<file path="src/tlbs_pkg.sv">
// ----------------------------------------------------------------------------
// tlbs_pkg
// Shared types and codes for the searchable entry table.
// ----------------------------------------------------------------------------
package tlbs_pkg;

   localparam logic [1:0] OP_WRITE  = 2'd0;
   localparam logic [1:0] OP_LINEAR = 2'd1;
   localparam logic [1:0] OP_BINARY = 2'd2;

   localparam logic [4:0] COUNT_RESET = 5'd16;

   typedef struct packed {
      logic [1:0]         operation;
      logic [3:0]         entry_index;
      logic signed [31:0] entry_value;
      logic signed [31:0] search_key;
   } req_word_type;

   typedef struct packed {
      logic       found;
      logic [3:0] match_index;
   } rsp_word_type;

   // compare of the registered table word against the key
   typedef struct packed {
      logic hit;
      logic key_less;
   } cmp_type;

endpackage

</file>
<file path="src/table_linear_binary_search_top.sv">
// ----------------------------------------------------------------------------
// table_linear_binary_search_top
// Table of signed 32-bit entries with write, linear search and binary search.
// ----------------------------------------------------------------------------
//  channel  | ports                          | direction
//  ---------+--------------------------------+----------
//  request  | req_valid, req_stall, req_word | in
//  response | rsp_valid, rsp_stall, rsp_word | out
//  csr      | csr_write_enable, csr_write_data | in
//
//  write or unused code: the word goes straight to S_DONE, which loads the response register
//  linear search: one memory read a cycle over the active count of entries
//  binary search: each probe reads through the single read port, then compares
//  reset restores entry_count to 16; table contents are undefined until written
//  one response register; a new word is accepted while a response waits,
//  and its result is held until the register frees
// ----------------------------------------------------------------------------
module table_linear_binary_search_top #(
   parameter int TABLE_DEPTH = 16
) (
   input  logic                   clock,
   input  logic                   reset,
   input  logic                   req_valid,
   output logic                   req_stall,
   input  tlbs_pkg::req_word_type req_word,
   output logic                   rsp_valid,
   input  logic                   rsp_stall,
   output tlbs_pkg::rsp_word_type rsp_word,
   input  logic                   csr_write_enable,
   input  logic [4:0]             csr_write_data
);

   localparam int IDX_W = (TABLE_DEPTH > 1) ? $clog2(TABLE_DEPTH) : 1;
   localparam int CNT_W = $clog2(TABLE_DEPTH + 1);

   typedef enum logic [4:0] {
      S_IDLE  = 5'b00001,
      S_LSCAN = 5'b00010,
      S_BREAD = 5'b00100,
      S_BCMP  = 5'b01000,
      S_DONE  = 5'b10000
   } state_type;

   state_type             state_ff, state_in;
   logic [4:0]            count_ff, count_in;
   logic signed [31:0]    key_ff, key_in;
   logic [CNT_W-1:0]      ptr_ff, ptr_in;
   logic [IDX_W-1:0]      pos_ff, pos_in;
   logic                  chk_ff, chk_in;
   logic [CNT_W-1:0]      lo_ff, lo_in;
   logic [CNT_W-1:0]      hi_ff, hi_in;
   logic                  res_found_ff, res_found_in;
   logic [3:0]            res_idx_ff, res_idx_in;
   logic                  rsp_valid_ff, rsp_valid_in;
   tlbs_pkg::rsp_word_type rsp_word_ff, rsp_word_in;

   logic                  accept;
   logic [CNT_W-1:0]      n_active;
   logic [CNT_W:0]        mid_sum;
   logic [CNT_W-1:0]      mid;
   logic [CNT_W-1:0]      next_lo;
   logic [CNT_W-1:0]      next_hi;
   logic                  wr_en;
   logic                  rd_en;
   logic [IDX_W-1:0]      rd_addr;
   tlbs_pkg::cmp_type     cmp;

   assign req_stall = (state_ff != S_IDLE);
   assign accept    = req_valid && !req_stall;
   assign rsp_valid = rsp_valid_ff;
   assign rsp_word  = rsp_word_ff;

   // active count saturated to the table depth
   assign n_active = (32'(count_ff) > TABLE_DEPTH) ? CNT_W'(TABLE_DEPTH) : CNT_W'(count_ff);

   assign mid_sum = {1'b0, lo_ff} + {1'b0, hi_ff} - (CNT_W + 1)'(1);
   assign mid     = mid_sum[CNT_W:1];
   assign next_lo = cmp.key_less ? lo_ff : (CNT_W'(pos_ff) + CNT_W'(1));
   assign next_hi = cmp.key_less ? CNT_W'(pos_ff) : hi_ff;

   assign count_in = csr_write_enable ? csr_write_data : count_ff;

   always_comb begin
      state_in     = state_ff;
      key_in       = key_ff;
      ptr_in       = ptr_ff;
      pos_in       = pos_ff;
      chk_in       = chk_ff;
      lo_in        = lo_ff;
      hi_in        = hi_ff;
      res_found_in = res_found_ff;
      res_idx_in   = res_idx_ff;
      rsp_valid_in = rsp_valid_ff && rsp_stall;
      rsp_word_in  = rsp_word_ff;
      wr_en        = 1'b0;
      rd_en        = 1'b0;
      rd_addr      = ptr_ff[IDX_W-1:0];

      unique case (state_ff)
         S_IDLE: begin
            if (accept) begin
               key_in       = req_word.search_key;
               res_found_in = 1'b0;
               res_idx_in   = 4'd0;
               ptr_in       = '0;
               chk_in       = 1'b0;
               lo_in        = '0;
               hi_in        = n_active;
               unique case (req_word.operation)
                  tlbs_pkg::OP_WRITE: begin
                     wr_en    = (32'(req_word.entry_index) < TABLE_DEPTH);
                     state_in = S_DONE;
                  end
                  tlbs_pkg::OP_LINEAR: begin
                     state_in = S_LSCAN;
                  end
                  tlbs_pkg::OP_BINARY: begin
                     state_in = (n_active == '0) ? S_DONE : S_BREAD;
                  end
                  default: begin
                     state_in = S_DONE;
                  end
               endcase
            end
         end
         S_LSCAN: begin
            if (chk_ff && cmp.hit) begin
               res_found_in = 1'b1;
               res_idx_in   = 4'(pos_ff);
               state_in     = S_DONE;
            end else if (ptr_ff < n_active) begin
               rd_en   = 1'b1;
               rd_addr = ptr_ff[IDX_W-1:0];
               pos_in  = ptr_ff[IDX_W-1:0];
               chk_in  = 1'b1;
               ptr_in  = ptr_ff + CNT_W'(1);
            end else begin
               state_in = S_DONE;
            end
         end
         S_BREAD: begin
            rd_en    = 1'b1;
            rd_addr  = mid[IDX_W-1:0];
            pos_in   = mid[IDX_W-1:0];
            state_in = S_BCMP;
         end
         S_BCMP: begin
            if (cmp.hit) begin
               res_found_in = 1'b1;
               res_idx_in   = 4'(pos_ff);
               state_in     = S_DONE;
            end else begin
               lo_in    = next_lo;
               hi_in    = next_hi;
               state_in = (next_lo < next_hi) ? S_BREAD : S_DONE;
            end
         end
         S_DONE: begin
            if (!rsp_valid_ff || !rsp_stall) begin
               rsp_valid_in            = 1'b1;
               rsp_word_in.found       = res_found_ff;
               rsp_word_in.match_index = res_idx_ff;
               state_in                = S_IDLE;
            end
         end
         default: begin
            state_in = S_IDLE;
         end
      endcase
   end

   always_ff @(posedge clock) begin
      if (reset) begin
         state_ff     <= S_IDLE;
         count_ff     <= tlbs_pkg::COUNT_RESET;
         rsp_valid_ff <= 1'b0;
         chk_ff       <= 1'b0;
      end else begin
         state_ff     <= state_in;
         count_ff     <= count_in;
         rsp_valid_ff <= rsp_valid_in;
         chk_ff       <= chk_in;
      end
   end

   always_ff @(posedge clock) begin
      key_ff       <= key_in;
      ptr_ff       <= ptr_in;
      pos_ff       <= pos_in;
      lo_ff        <= lo_in;
      hi_ff        <= hi_in;
      res_found_ff <= res_found_in;
      res_idx_ff   <= res_idx_in;
      rsp_word_ff  <= rsp_word_in;
   end

   tlbs_table #(
      .TABLE_DEPTH(TABLE_DEPTH),
      .IDX_W      (IDX_W)
   ) u_table (
      .clock  (clock),
      .wr_en  (wr_en),
      .wr_addr(IDX_W'(req_word.entry_index)),
      .wr_data(req_word.entry_value),
      .rd_en  (rd_en),
      .rd_addr(rd_addr),
      .key    (key_ff),
      .cmp    (cmp)
   );

   // a miss always reports index zero
   a_miss_index_zero: assert property (@(posedge clock) disable iff (reset)
      rsp_valid_ff && !rsp_word_ff.found |-> rsp_word_ff.match_index == 4'd0)
      else $error("miss response with nonzero index");

   // a write or unused code goes straight to the result with no hit
   a_write_no_hit: assert property (@(posedge clock) disable iff (reset)
      accept && req_word.operation != tlbs_pkg::OP_LINEAR &&
      req_word.operation != tlbs_pkg::OP_BINARY |=> state_ff == S_DONE && !res_found_ff)
      else $error("write produced a hit or entered a search");

   // scan pointer never runs past the active count
   a_scan_bound: assert property (@(posedge clock) disable iff (reset)
      state_ff == S_LSCAN |-> ptr_ff <= n_active)
      else $error("linear scan pointer beyond active count");

   // a probe is only issued on a nonempty range
   a_probe_range: assert property (@(posedge clock) disable iff (reset)
      state_ff == S_BREAD |-> lo_ff < hi_ff && hi_ff <= n_active)
      else $error("binary probe on empty or oversized range");

endmodule

</file>
<file path="src/tlbs_table.sv">
// ----------------------------------------------------------------------------
// tlbs_table
// Entry memory with one write port and one registered read port, plus the
// equal and signed-less compare of the read word against the search key.
// ----------------------------------------------------------------------------
module tlbs_table #(
   parameter int TABLE_DEPTH = 16,
   parameter int IDX_W       = 4
) (
   input  logic               clock,
   input  logic               wr_en,
   input  logic [IDX_W-1:0]   wr_addr,
   input  logic signed [31:0] wr_data,
   input  logic               rd_en,
   input  logic [IDX_W-1:0]   rd_addr,
   input  logic signed [31:0] key,
   output tlbs_pkg::cmp_type  cmp
);

   logic signed [31:0] mem [TABLE_DEPTH];
   logic signed [31:0] rd_data_ff;

   always_ff @(posedge clock) begin
      if (wr_en) begin
         mem[wr_addr] <= wr_data;
      end
   end

   always_ff @(posedge clock) begin
      if (rd_en) begin
         rd_data_ff <= mem[rd_addr];
      end
   end

   always_comb begin
      cmp.hit      = (rd_data_ff == key);
      cmp.key_less = (key < rd_data_ff);
   end

endmodule

</file>
<file path="config.mk">
export PLATFORM = sky130hd
export DESIGN_NAME = table_linear_binary_search_top
export DESIGN_NICKNAME = d
export VERILOG_FILES = /design/src/tlbs_pkg.sv /design/src/table_linear_binary_search_top.sv /design/src/tlbs_table.sv
export SDC_FILE = /design/constraint.sdc
export NUM_CORES = 1
export LEC_CHECK = 0
export ABC_CLOCK_PERIOD_IN_PS = 5600
export BUFFER_PORTS_ARGS = -buffer_cell sky130_fd_sc_hd__buf_4
export CAP_MARGIN = 20
export CELL_PAD_IN_SITES_DETAIL_PLACEMENT = 0
export CELL_PAD_IN_SITES_GLOBAL_PLACEMENT = 2
export CORE_MARGIN = 5
export CORE_UTILIZATION = 46
export CTS_BUF_LIST = sky130_fd_sc_hd__clkbuf_8
export CTS_CLUSTER_SIZE = 10
export DETAILED_ROUTE_END_ITERATION = 7
export GPL_TIMING_DRIVEN = 0
export PLACE_DENSITY_LB_ADDON = 0.1
export SLEW_MARGIN = 20
export SYNTH_ARGS = -nofsm -noshare
export SYNTH_HDL_FRONTEND = slang
export SYNTH_SLANG_ARGS = --single-unit
export TNS_END_PERCENT = 1
</file>
<file path="constraint.sdc">
create_clock -name clock -period 5.6 [get_ports clock]
set_input_delay 1.68 -clock clock [delete_from_list [all_inputs] [get_ports clock]]
set_output_delay 1.68 -clock clock [all_outputs]
set_load 0.02 [all_outputs]
</file>
==> metrics.txt, run 1 <==
Initial Utilization=between 40% and 50%; Worst Max-Slew Pin Slew=approximately 1.1 ns; endpoints failing setup=0; crit path DAT=slightly above 5 ns; share of the synthesized area in the top cell type=73.8%; largest net degree at the start of global routing=33; CP peak stage delay=0.76 ns; Worst-path clk slew=about 0.06 ns; total gr overflow=0; Syn Inst Count=about 1200; WS Path Type=register to register; sw power=between 2 and 2.5 mW; Distinct cells, synth=just over 50; cell area after layout=0.0287 mm^2; Num CTS Buffers=between 100 and 150; crit-path max FO=10; Slew Limit Fails=0; critical path's top delay family=compound AO/OA/AOI/OAI gates; Die Span X=approximately 240 um; Post-synth EDFFs=605; Crit path required time=slightly above 6 ns; nature of the critical path startpoint=register; final worst-path cycle share=just over 80%; FMAX=0.222 GHz; syn avg cell area=20.6 um^2; commonest non-fill, non-tap cell in the layout=edfxtp_1; Worst Hold Class=register to register; first-pass GRT wire length=roughly 84000 um; vias after detailed routing=between 10000 and 15000; post-CTS setup buffer count=0; #FFs+latches synth=between 600 and 700; overall power=between 10 and 15 mW; initial DRC count=roughly 910; Tot GR Track Use=19.8%; IO Pins=87; Cell Area, Placed=0.0269 mm^2; minimum clock period=~4.5 ns; unrepaired setup endpoints after global routing=false; standard-cell rows=84; Worst Clk Skew=approximately 0.025 ns; Final Wtd Congestion=0.780; CP Capture Type=register; WP buf/inv=1; DRC viols=0; DRT Pass-1 Iters=5; Top FF cell, synth=edfxtp_1; layout cells sized above 1=a little under a third; power share of the sequential group=~53%; Port Buf Inserts=between 80 and 90; Peak supply drop=between 150 and 200 uV; Yosys warning total=0; Max Cap Viol=0; mapped cell area=0.0246 mm^2; Root Buffer=clkbuf_8; # hold bufs at CTS=0; area grow syn2layout=16.8%; initial antenna violation count=1; Clk pwr share=around a third; setup tns final=0 ns; critical path cell sequence=ha_1 -> nand4_1 -> nor4_1 -> a21boi_0 -> o311a_1 -> o22ai_1 -> buf_4 -> mux2i_1 -> ha_1 -> a21o_1 -> a21o_1 -> a211oi_1 -> nor2b_1 -> o2111ai_1 -> a21oi_1; leading area contributor after synthesis=edfxtp_1; Max-Slew Margin vs Limit=about 28%; asr flop ratio synth=0%; post-synthesis sequential area ratio=roughly 75%; total wire length=about 57000 um; Synthesized Nets=between 1000 and 1500; switching portion of total power=between 20% and 30%; DP Wirelength=~38000 um; Clk Latency, worst-skew pair=slightly below 0.7 ns; P_leak=10.2 nW; nets@finish=1577; Post-DRT Antenna Nets=0; Max Buffers Root-to-Sink=3; Hold Fails Final Rpt=0; clk sinks=~600; Die ar.=0.0582 mm^2; via/cell ratio=about 5.5; status=complete, no violations; Core Area=approximately 0.053 mm^2; commonest cells after routing, fill and taps aside=edfxtp_1, mux4_2, buf_4, mux2i_1, clkbuf_8; combinational fraction of design power=between 10% and 20%; Critical Path Slowest Stage Cell=nor4_1; CTS tree=yes; DIE HEIGHT=around 240 um; vias in the first global route=between 10000 and 15000; diode count=0; Internal=between 7 and 8 mW; post-CTS sizing=0; H-tree levels=3; Routed WL per cell=25.6 um; Power Dens Cells=approximately 350 mW/mm^2; most area-consuming cells after synthesis=edfxtp_1, mux4_2, mux2i_1, ha_1, dfxtp_1
-- cells in the mapped netlist, types with 8 or more instances --
| library cell | n |
|---|---|
| nand2_1 | 25 |
| nor2b_1 | 8 |
| dfxtp_1 | 12 |
| inv_1 | 60 |
| a21oi_1 | 22 |
| buf_2 | 22 |
| edfxtp_1 | 605 |
| mux2i_1 | 110 |
| ha_1 | 48 |
| mux4_2 | 128 |
| o21ai_0 | 12 |
| nand3_1 | 13 |
| buf_6 | 13 |
| nor3_1 | 11 |
| nor2_1 | 34 |
-- power by group through the flow --
| stage | combinational, mW | clock (mW) | sequential, mW |
|---|---|---|---|
| 3_3_place_gp | 1.23 | 0 | 5.35 |
| 6_report | 1.25 | 3.51 | 5.25 |
| 4_1_cts | 1.27 | 3.62 | 5.25 |
| 5_1_grt | 1.37 | 3.85 | 5.26 |
| 3_5_place_dp | 1.27 | 0 | 5.35 |
| 2_1_floorplan | 0.836 | 0 | 5.33 |
-- path summary, 6_finish.rpt --
check	from	end	slack, ns	depth (start not counted)
worst max-delay path	key_ff[15]	state_ff[2]	1.09	15
worst min-delay path	res_idx_ff[3]	rsp_word[3]	0.42	0
worst max register to register	key_ff[15]	state_ff[2]	1.09	15
worst min register to register	res_idx_ff[3]	rsp_word[3]	0.42	0
-- cells by family (layout without fill, tap and decap cells) --
family	count (synthesis)	count (layout)	share of synthesized area, %
AOI/OAI and AO/OA	55	55	1.38
xor gates and xnor gates	9	9	0.320
adders and majority gates	49	49	2.52
buffers and inverters	104	431	2.14
DFF	617	617	74.8
muxes	242	242	16.4
and+or+nand+nor	121	121	2.43
-- per-stage QoR --
step	instances	setup slack (ns)	hold WS [ns]	utilization, %
floorplan	1197	0.753	0.400	-
global placement	1969	-2.94	0.411	49.5
detailed placement	2030	1.00	0.412	51.1
CTS	2212	0.983	0.422	54.5
global route	2212	0.776	0.444	54.5
finish	2212	1.09	0.422	54.5
-- layout make-up --
| cell class | count | area, um^2 |
|---|---|---|
| inverter | 60 | 225 |
| clock inverter | 74 | 310 |
| multi-input combinational | 476 | 5800 |
| timing repair buffer | 145 | 1360 |
| fill | 4185 | 24000 |
| clock buffer | 108 | 1490 |
| tap | 688 | 861 |
| buffer | 44 | 302 |
| sequential | 617 | 18400 |
-- sequential cells by signal (all words and copies together) (netlist names) --
signal and flops:
chk_ff 1, hi_ff 5, res_idx_ff 4, pos_ff 4, rsp_word 5, state_ff 5, count_ff 5, key_ff 32
u_table.rd_data_ff 32, res_found_ff 1, lo_ff 5, u_table.mem 512, rsp_valid 1, ptr_ff 5
-- per-layer routing --
metal,GRT usage [%],part of all wire (%)
met3,4.26,4.8
met4,4.10,1.7
met2,32.4,49
met5,0,0.014
met1,28.1,45
Power figures use the tool's default switching activity.
==> inputs of run 2 (changes only) <==
--- a/config.mk
+++ b/config.mk
@@ -5,13 +5,13 @@
 export SDC_FILE = /design/constraint.sdc
 export NUM_CORES = 1
 export LEC_CHECK = 0
-export ABC_CLOCK_PERIOD_IN_PS = 5600
+export ABC_CLOCK_PERIOD_IN_PS = 4550
 export BUFFER_PORTS_ARGS = -buffer_cell sky130_fd_sc_hd__buf_4
 export CAP_MARGIN = 20
 export CELL_PAD_IN_SITES_DETAIL_PLACEMENT = 0
 export CELL_PAD_IN_SITES_GLOBAL_PLACEMENT = 2
 export CORE_MARGIN = 5
-export CORE_UTILIZATION = 46
+export CORE_UTILIZATION = 50
 export CTS_BUF_LIST = sky130_fd_sc_hd__clkbuf_8
 export CTS_CLUSTER_SIZE = 10
 export DETAILED_ROUTE_END_ITERATION = 7
==> constraint.sdc (replaced) <==
create_clock -name clock -period 4.55 [get_ports clock]
set_input_delay 1.365 -clock clock [delete_from_list [all_inputs] [get_ports clock]]
set_output_delay 1.365 -clock clock [all_outputs]
set_load 0.02 [all_outputs]
==> metrics.txt, run 2 (same netlist as run 1, synthesis figures left out) <==
placed cells=2005 (was 2030); Hold Path Cell Cnt=0 (unchanged); # hold bufs at CTS=0 (unchanged); final worst-path cycle share=95.6% (was 80.5%); Hold Fails Final Rpt=0 (unchanged); Tot GR Track Use=20.8% (was 19.8%); Hold Path Sink=rsp_word[1] (was rsp_word[3]); DRT Pass-1 Iters=5 (unchanged); critical path depth=9 (was 15); clk sinks=617 (unchanged); Max Cap Viol=0 (unchanged); WS Path Type=register to register (unchanged); Port Buf Inserts=84 (unchanged); Routed WL per cell=24.9 um (was 25.6 um); FMAX=0.230 GHz (was 0.222 GHz); number of flip-flops in the largest register=512 (unchanged); nets@finish=1571 (was 1577); Clk pwr share=35.4% (was 35.1%); Finished Layout Cells=2184 (was 2212); R2R setup slack=0.20 ns (was 1.09 ns); Power Dens Cells=431 mW/mm^2 (was 348 mW/mm^2); layout cells sized above 1=29.5% (was 30.2%); CP Capture Type=register (unchanged); Die ar.=0.0538 mm^2 (was 0.0582 mm^2); vias in the first global route=12700 (was 12800); initial antenna violation count=2 (was 1); Critical Path Slowest Stage Cell=nor4_1 (unchanged); Worst Max-Slew Pin Slew=1.07 ns (was 1.08 ns); Critical R2R Capture=u_table.rd_data_ff[17] (was state_ff[2]); Worst Clk Skew=0.0200 ns (was 0.0250 ns); Max Buffers Root-to-Sink=3 (unchanged); Seq. cell area=0.0184 mm^2 (unchanged); IO Pins=87 (unchanged); status=complete, no violations (unchanged); WHS=0.425 ns (was 0.422 ns); crit path DAT=4.75 ns (was 5.10 ns); DRC viols=0 (unchanged); CP peak stage delay=0.99 ns (was 0.76 ns); Initial Utilization=50.4% (was 46.6%); vias after detailed routing=12100 (about the same); Multi-input gate area=0.00580 mm^2 (unchanged); critical path cell sequence=ha_1 -> nand4_1 -> nor4_1 -> and4_1 -> a21oi_1 -> or3b_2 -> clkbuf_1 -> nand2_2 -> buf_16 (was ha_1 -> nand4_1 -> nor4_1 -> a21boi_0 -> o311a_1 -> o22ai_1 -> buf_4 -> mux2i_1 -> ha_1 -> a21o_1 -> a21o_1 -> a211oi_1 -> nor2b_1 -> o2111ai_1 -> a21oi_1); critical path's top delay family=simple AND/OR/NAND/NOR gates (was compound AO/OA/AOI/OAI gates); WP buf/inv=2 (was 1); via/cell ratio=5.53 (was 5.46); power share of the sequential group=52.3% (was 52.5%); Die Span X=232 um (was 241 um); total wire length=54300 um (was 56600 um); crit-path max FO=17 (was 10); combinational fraction of design power=12.3% (was 12.5%); largest registers=u_table.mem x512, key_ff x32, u_table.rd_data_ff x32 (unchanged); P_leak=10.2 nW (about the same); critical path startpoint=key_ff[31] (was key_ff[15]); initial DRC count=831 (was 911); diode count=0 (unchanged); largest net degree at the start of global routing=20 (was 33); Max-Slew Margin vs Limit=28.3% (was 28.2%); Core Area=0.0488 mm^2 (was 0.0528 mm^2); hold path start=res_idx_ff[1] (was res_idx_ff[3]); standard-cell rows=81 (was 84); Internal=9.38 mW (was 7.54 mW); minimum clock period=4.35 ns (was 4.51 ns); first-pass GRT wire length=81700 um (was 83600 um); FF-to-FF path depth=9 (was 15); fill cell count=3732 (was 4185); switching portion of total power=24.1% (was 24.6%); Final Wtd Congestion=0.756 (was 0.780); Clk Latency, worst-skew pair=0.67 ns (was 0.68 ns); endpoints failing setup=0 (unchanged); Crit path required time=4.95 ns (was 6.19 ns); nature of the critical path startpoint=register (unchanged); total gr overflow=0 (unchanged); Post-DRT Antenna Nets=0 (unchanged); DP Wirelength=36500 um (was 38100 um); commonest non-fill, non-tap cell in the layout=edfxtp_1 (unchanged); commonest cells after routing, fill and taps aside=edfxtp_1, mux4_2, buf_4, mux2i_1, clkbuf_8 (unchanged); H-tree levels=3 (unchanged); CTS tree=yes (unchanged); Num CTS Buffers=99 (was 104); Root Buffer=clkbuf_8 (unchanged); Largest Register=u_table.mem (unchanged); Worst-path clk slew=0.06 ns (about the same); DIE HEIGHT=232 um (was 241 um); Slew Limit Fails=0 (unchanged); sw power=2.98 mW (was 2.47 mW); Worst Hold Class=register to register (unchanged); unrepaired setup endpoints after global routing=false (unchanged); worst r2r src=key_ff[31] (was key_ff[15]); area grow syn2layout=16.7% (was 16.8%); Peak supply drop=300 uV (was 186 uV)
run 2: cell types whose count changed in the layout (fill, tap and decap cells not counted), sizes merged:
cell	before	now
buf	182	181
bufinv	0	4
clkbuf	115	107
clkinv	35	33
clkinvlp	2	1
inv	97	101
run 2: what timing repair did:
item	in CTS	in global routing
setup endpoints to repair	0	2
resized for setup	0	1
setup buffers	0	0
run 2: final cells by class:
type                    instances  share of cell area, %
well taps                     664                   2.89
clock inverters                79                   1.53
plain buffers                  44                   1.05
clock buffers                 100                   4.79
flip-flops and latches        617                   64.1
multi-input cells             476                   20.2
inverters                      60                  0.784
repair buffers                144                   4.66
run 2: stage by stage:
step	area, um^2	setup TNS (ns)	setup slack (ns)	utilization [%]	total power, mW
global placement	26100	-1123.29	-3.45	53.4	8.09
CTS	28700	0	0.217	58.8	12.5
global route	28700	0	0.0431	58.8	12.9
detailed placement	26900	0	0.267	55.1	8.13
floorplan	24600	0	0.0183	-	7.59
finish	28700	0	0.200	58.8	12.4
run 2: power groups by stage:
stage | Sequential (mW) | Clock [mW] | Combinational, mW
after floorplan | 6.56 | 0 | 1.03
after global placement | 6.59 | 0 | 1.50
after detailed placement | 6.58 | 0 | 1.54
after CTS | 6.47 | 4.51 | 1.55
after global routing | 6.47 | 4.80 | 1.66
final | 6.47 | 4.38 | 1.52
run 2: per-layer routing:
layer  routed length [um]  track usage, %
met2                26300            33.0
met5                   20               0
met1                24300            30.0
met4                  789            4.30
met3                 2870            4.82
run 2: how the worst max path moves through the flow:
stage                             end
2_1_floorplan       u_table.mem[5][0]
3_3_place_gp      u_table.mem[15][19]
3_5_place_dp              state_ff[2]
4_1_cts                   state_ff[2]
5_1_grt        u_table.rd_data_ff[17]
6_report       u_table.rd_data_ff[17]
==> inputs of run 3 (changes only) <==
--- a/config.mk
+++ b/config.mk
@@ -5,13 +5,13 @@
 export SDC_FILE = /design/constraint.sdc
 export NUM_CORES = 1
 export LEC_CHECK = 0
-export ABC_CLOCK_PERIOD_IN_PS = 4550
+export ABC_CLOCK_PERIOD_IN_PS = 3640
 export BUFFER_PORTS_ARGS = -buffer_cell sky130_fd_sc_hd__buf_4
 export CAP_MARGIN = 20
 export CELL_PAD_IN_SITES_DETAIL_PLACEMENT = 0
 export CELL_PAD_IN_SITES_GLOBAL_PLACEMENT = 2
 export CORE_MARGIN = 5
-export CORE_UTILIZATION = 50
+export CORE_UTILIZATION = 46
 export CTS_BUF_LIST = sky130_fd_sc_hd__clkbuf_8
 export CTS_CLUSTER_SIZE = 10
 export DETAILED_ROUTE_END_ITERATION = 7
==> constraint.sdc (replaced) <==
create_clock -name clock -period 3.64 [get_ports clock]
set_input_delay 1.092 -clock clock [delete_from_list [all_inputs] [get_ports clock]]
set_output_delay 1.092 -clock clock [all_outputs]
set_load 0.02 [all_outputs]
==> metrics.txt, run 3 (same netlist as run 1, synthesis figures left out) <==
standard-cell rows=84 (was 81); combinational fraction of design power=12.9% (was 12.3%); vias in the first global route=12800 (was 12700); Final Wtd Congestion=0.780 (was 0.756); # hold bufs at CTS=0 (unchanged); commonest non-fill, non-tap cell in the layout=edfxtp_1 (unchanged); fill cell count=4145 (was 3732); Clk Latency, worst-skew pair=0.69 ns (was 0.67 ns); layout cells sized above 1=32.2% (was 29.5%); P_leak=10.3 nW (was 10.2 nW); nature of the critical path startpoint=register (unchanged); Slew Limit Fails=0 (unchanged); status=complete, but fails checks (was complete, no violations); Die ar.=0.0582 mm^2 (was 0.0538 mm^2); vias after detailed routing=12100 (about the same); WS Path Type=register to register (unchanged); Hold Fails Final Rpt=0 (unchanged); H-tree levels=3 (unchanged); FMAX=0.265 GHz (was 0.230 GHz); overall power=15.5 mW (was 12.4 mW); setup ws final=-0.139 ns (was 0.200 ns); largest registers=u_table.mem x512, key_ff x32, u_table.rd_data_ff x32 (unchanged); endpoints failing setup=21 (was 0); Hold Path Cell Cnt=0 (unchanged); largest net degree at the start of global routing=33 (was 20); DP Wirelength=38100 um (was 36500 um); Power Dens Cells=533 mW/mm^2 (was 431 mW/mm^2); Place WS=-0.959 ns (was 0.267 ns); Routed WL per cell=25.5 um (was 24.9 um); switching portion of total power=24.7% (was 24.1%); FF-to-FF path depth=16 (was 9); Peak supply drop=286 uV (was 300 uV); power share of the sequential group=52.2% (was 52.3%); first-pass GRT wire length=83800 um (was 81700 um); critical path startpoint=key_ff[5] (was key_ff[31]); initial antenna violation count=1 (was 2); failing checks=setup timing; number of flip-flops in the largest register=512 (unchanged); Max-Slew Margin vs Limit=29.6% (was 28.3%); Core Area=0.0528 mm^2 (was 0.0488 mm^2); CTS tree=yes (unchanged); worst r2r src=key_ff[5] (was key_ff[31]); worst setup path endpoint=state_ff[4] (was u_table.rd_data_ff[17]); unrepaired setup endpoints after global routing=true (was false); diode count=0 (unchanged); Post-DRT Antenna Nets=0 (unchanged); final worst-path cycle share=104% (was 95.6%); CP Capture Type=register (unchanged); total gr overflow=0 (unchanged); Worst-path clk slew=0.06 ns (about the same); Max Cap Viol=0 (unchanged); DRT Pass-1 Iters=5 (unchanged); Clk pwr share=34.9% (was 35.4%); Num CTS Buffers=104 (was 99); Port Buf Inserts=84 (unchanged); Largest Register=u_table.mem (unchanged); via/cell ratio=5.44 (was 5.53); Max Buffers Root-to-Sink=3 (unchanged); sw power=3.83 mW (was 2.98 mW); Root Buffer=clkbuf_8 (unchanged); area grow syn2layout=18.1% (was 16.7%); IO Pins=87 (unchanged); Internal=11.7 mW (was 9.38 mW); Worst Max-Slew Pin Slew=1.06 ns (was 1.07 ns); total wire length=56700 um (was 54300 um); Critical R2R Capture=state_ff[4] (was u_table.rd_data_ff[17]); Crit path required time=4.20 ns (was 4.95 ns); commonest cells after routing, fill and taps aside=edfxtp_1, buf_4, mux4_2, clkbuf_8, mux2i_1 (was edfxtp_1, mux4_2, buf_4, mux2i_1, clkbuf_8); clk sinks=617 (unchanged); Die Span X=241 um (was 232 um); crit-path max FO=8 (was 17); Initial Utilization=46.6% (was 50.4%); initial DRC count=911 (was 831); R2R setup slack=-0.14 ns (was 0.20 ns); Worst Clk Skew=0.0263 ns (was 0.0200 ns); crit path DAT=4.34 ns (was 4.75 ns); DRC viols=0 (unchanged); DIE HEIGHT=241 um (was 232 um); nets@finish=1588 (was 1571); minimum clock period=3.78 ns (was 4.35 ns); Tot GR Track Use=19.9% (was 20.8%); Worst Hold Class=register to register (unchanged)
-- run 3: stage by stage --
| step | area, um^2 | instances | hold WS [ns] | util, % | TNS, ns |
|---|---|---|---|---|---|
| floorplan | 24600 | 1197 | 0.400 | - | -139.04 |
| global placement | 26100 | 1969 | 0.411 | 49.5 | -1574.52 |
| detailed placement | 26900 | 2030 | 0.412 | 51.1 | -16.11 |
| CTS | 28900 | 2217 | 0.422 | 54.8 | -3.83 |
| global route | 29100 | 2223 | 0.444 | 55.1 | -7.10 |
| finish | 29100 | 2223 | 0.423 | 55.1 | -0.455 |
-- run 3: how the worst min path moves through the flow --
stage	start	slack [ns]	to
2_1_floorplan	res_idx_ff[0]	0.40	rsp_word[0]
3_3_place_gp	res_found_ff	0.41	rsp_word[4]
3_5_place_dp	res_idx_ff[3]	0.41	rsp_word[3]
4_1_cts	res_idx_ff[3]	0.42	rsp_word[3]
5_1_grt	res_found_ff	0.44	rsp_word[4]
6_report	res_idx_ff[3]	0.42	rsp_word[3]
-- run 3: worst max-delay path, stage by stage (launching register included) --
cell,delay (ns)
edfxtp_1,0.37
ha_1,0.31
a21oi_2,0.19
o21ai_2,0.11
a221o_1,0.40
o311a_4,0.43
o22ai_2,0.12
buf_6,0.19
buf_4,0.13
mux2i_2,0.23
ha_1,0.27
a21o_1,0.19
a211oi_2,0.30
buf_4,0.16
nor2_1,0.03
o21ai_1,0.14
o2bb2ai_1,0.08
-- run 3: layout make-up --
class                   count  area, um^2  area share (%)
clock inverters            74         310            1.07
clock buffers             108        1490            5.11
well taps                 688         861            2.96
plain buffers              44         332            1.14
flip-flops and latches    617       18400            63.3
repair buffers            156        1440            4.96
multi-input cells         476        6000            20.7
inverters                  60         225           0.775
-- run 3: what timing repair did --
action | in CTS | in global routing
setup buffers | 5 | 6
pin swaps | 11 | 11
resized for setup | 25 | 25
endpoints found under the setup margin | 68 | 61
-- run 3: power groups by stage --
stage	combinational, mW	clock [mW]	sequential (mW)
after floorplan	1.29	0	8.20
after global placement	1.89	0	8.24
after detailed placement	1.95	0	8.23
after CTS	2.00	5.57	8.08
after global routing	2.19	5.92	8.09
final	2.00	5.40	8.08
-- run 3: routing by layer --
layer | vias to the layer above | share of wire [%] | GRT usage, %
met2 | 314 | 49 | 32.5
met5 | - | 0.014 | 0
met1 | 6294 | 44 | 28.0
met3 | 80 | 5.1 | 4.35
met4 | 2 | 1.6 | 4.14
li1 | 5414 | - | -
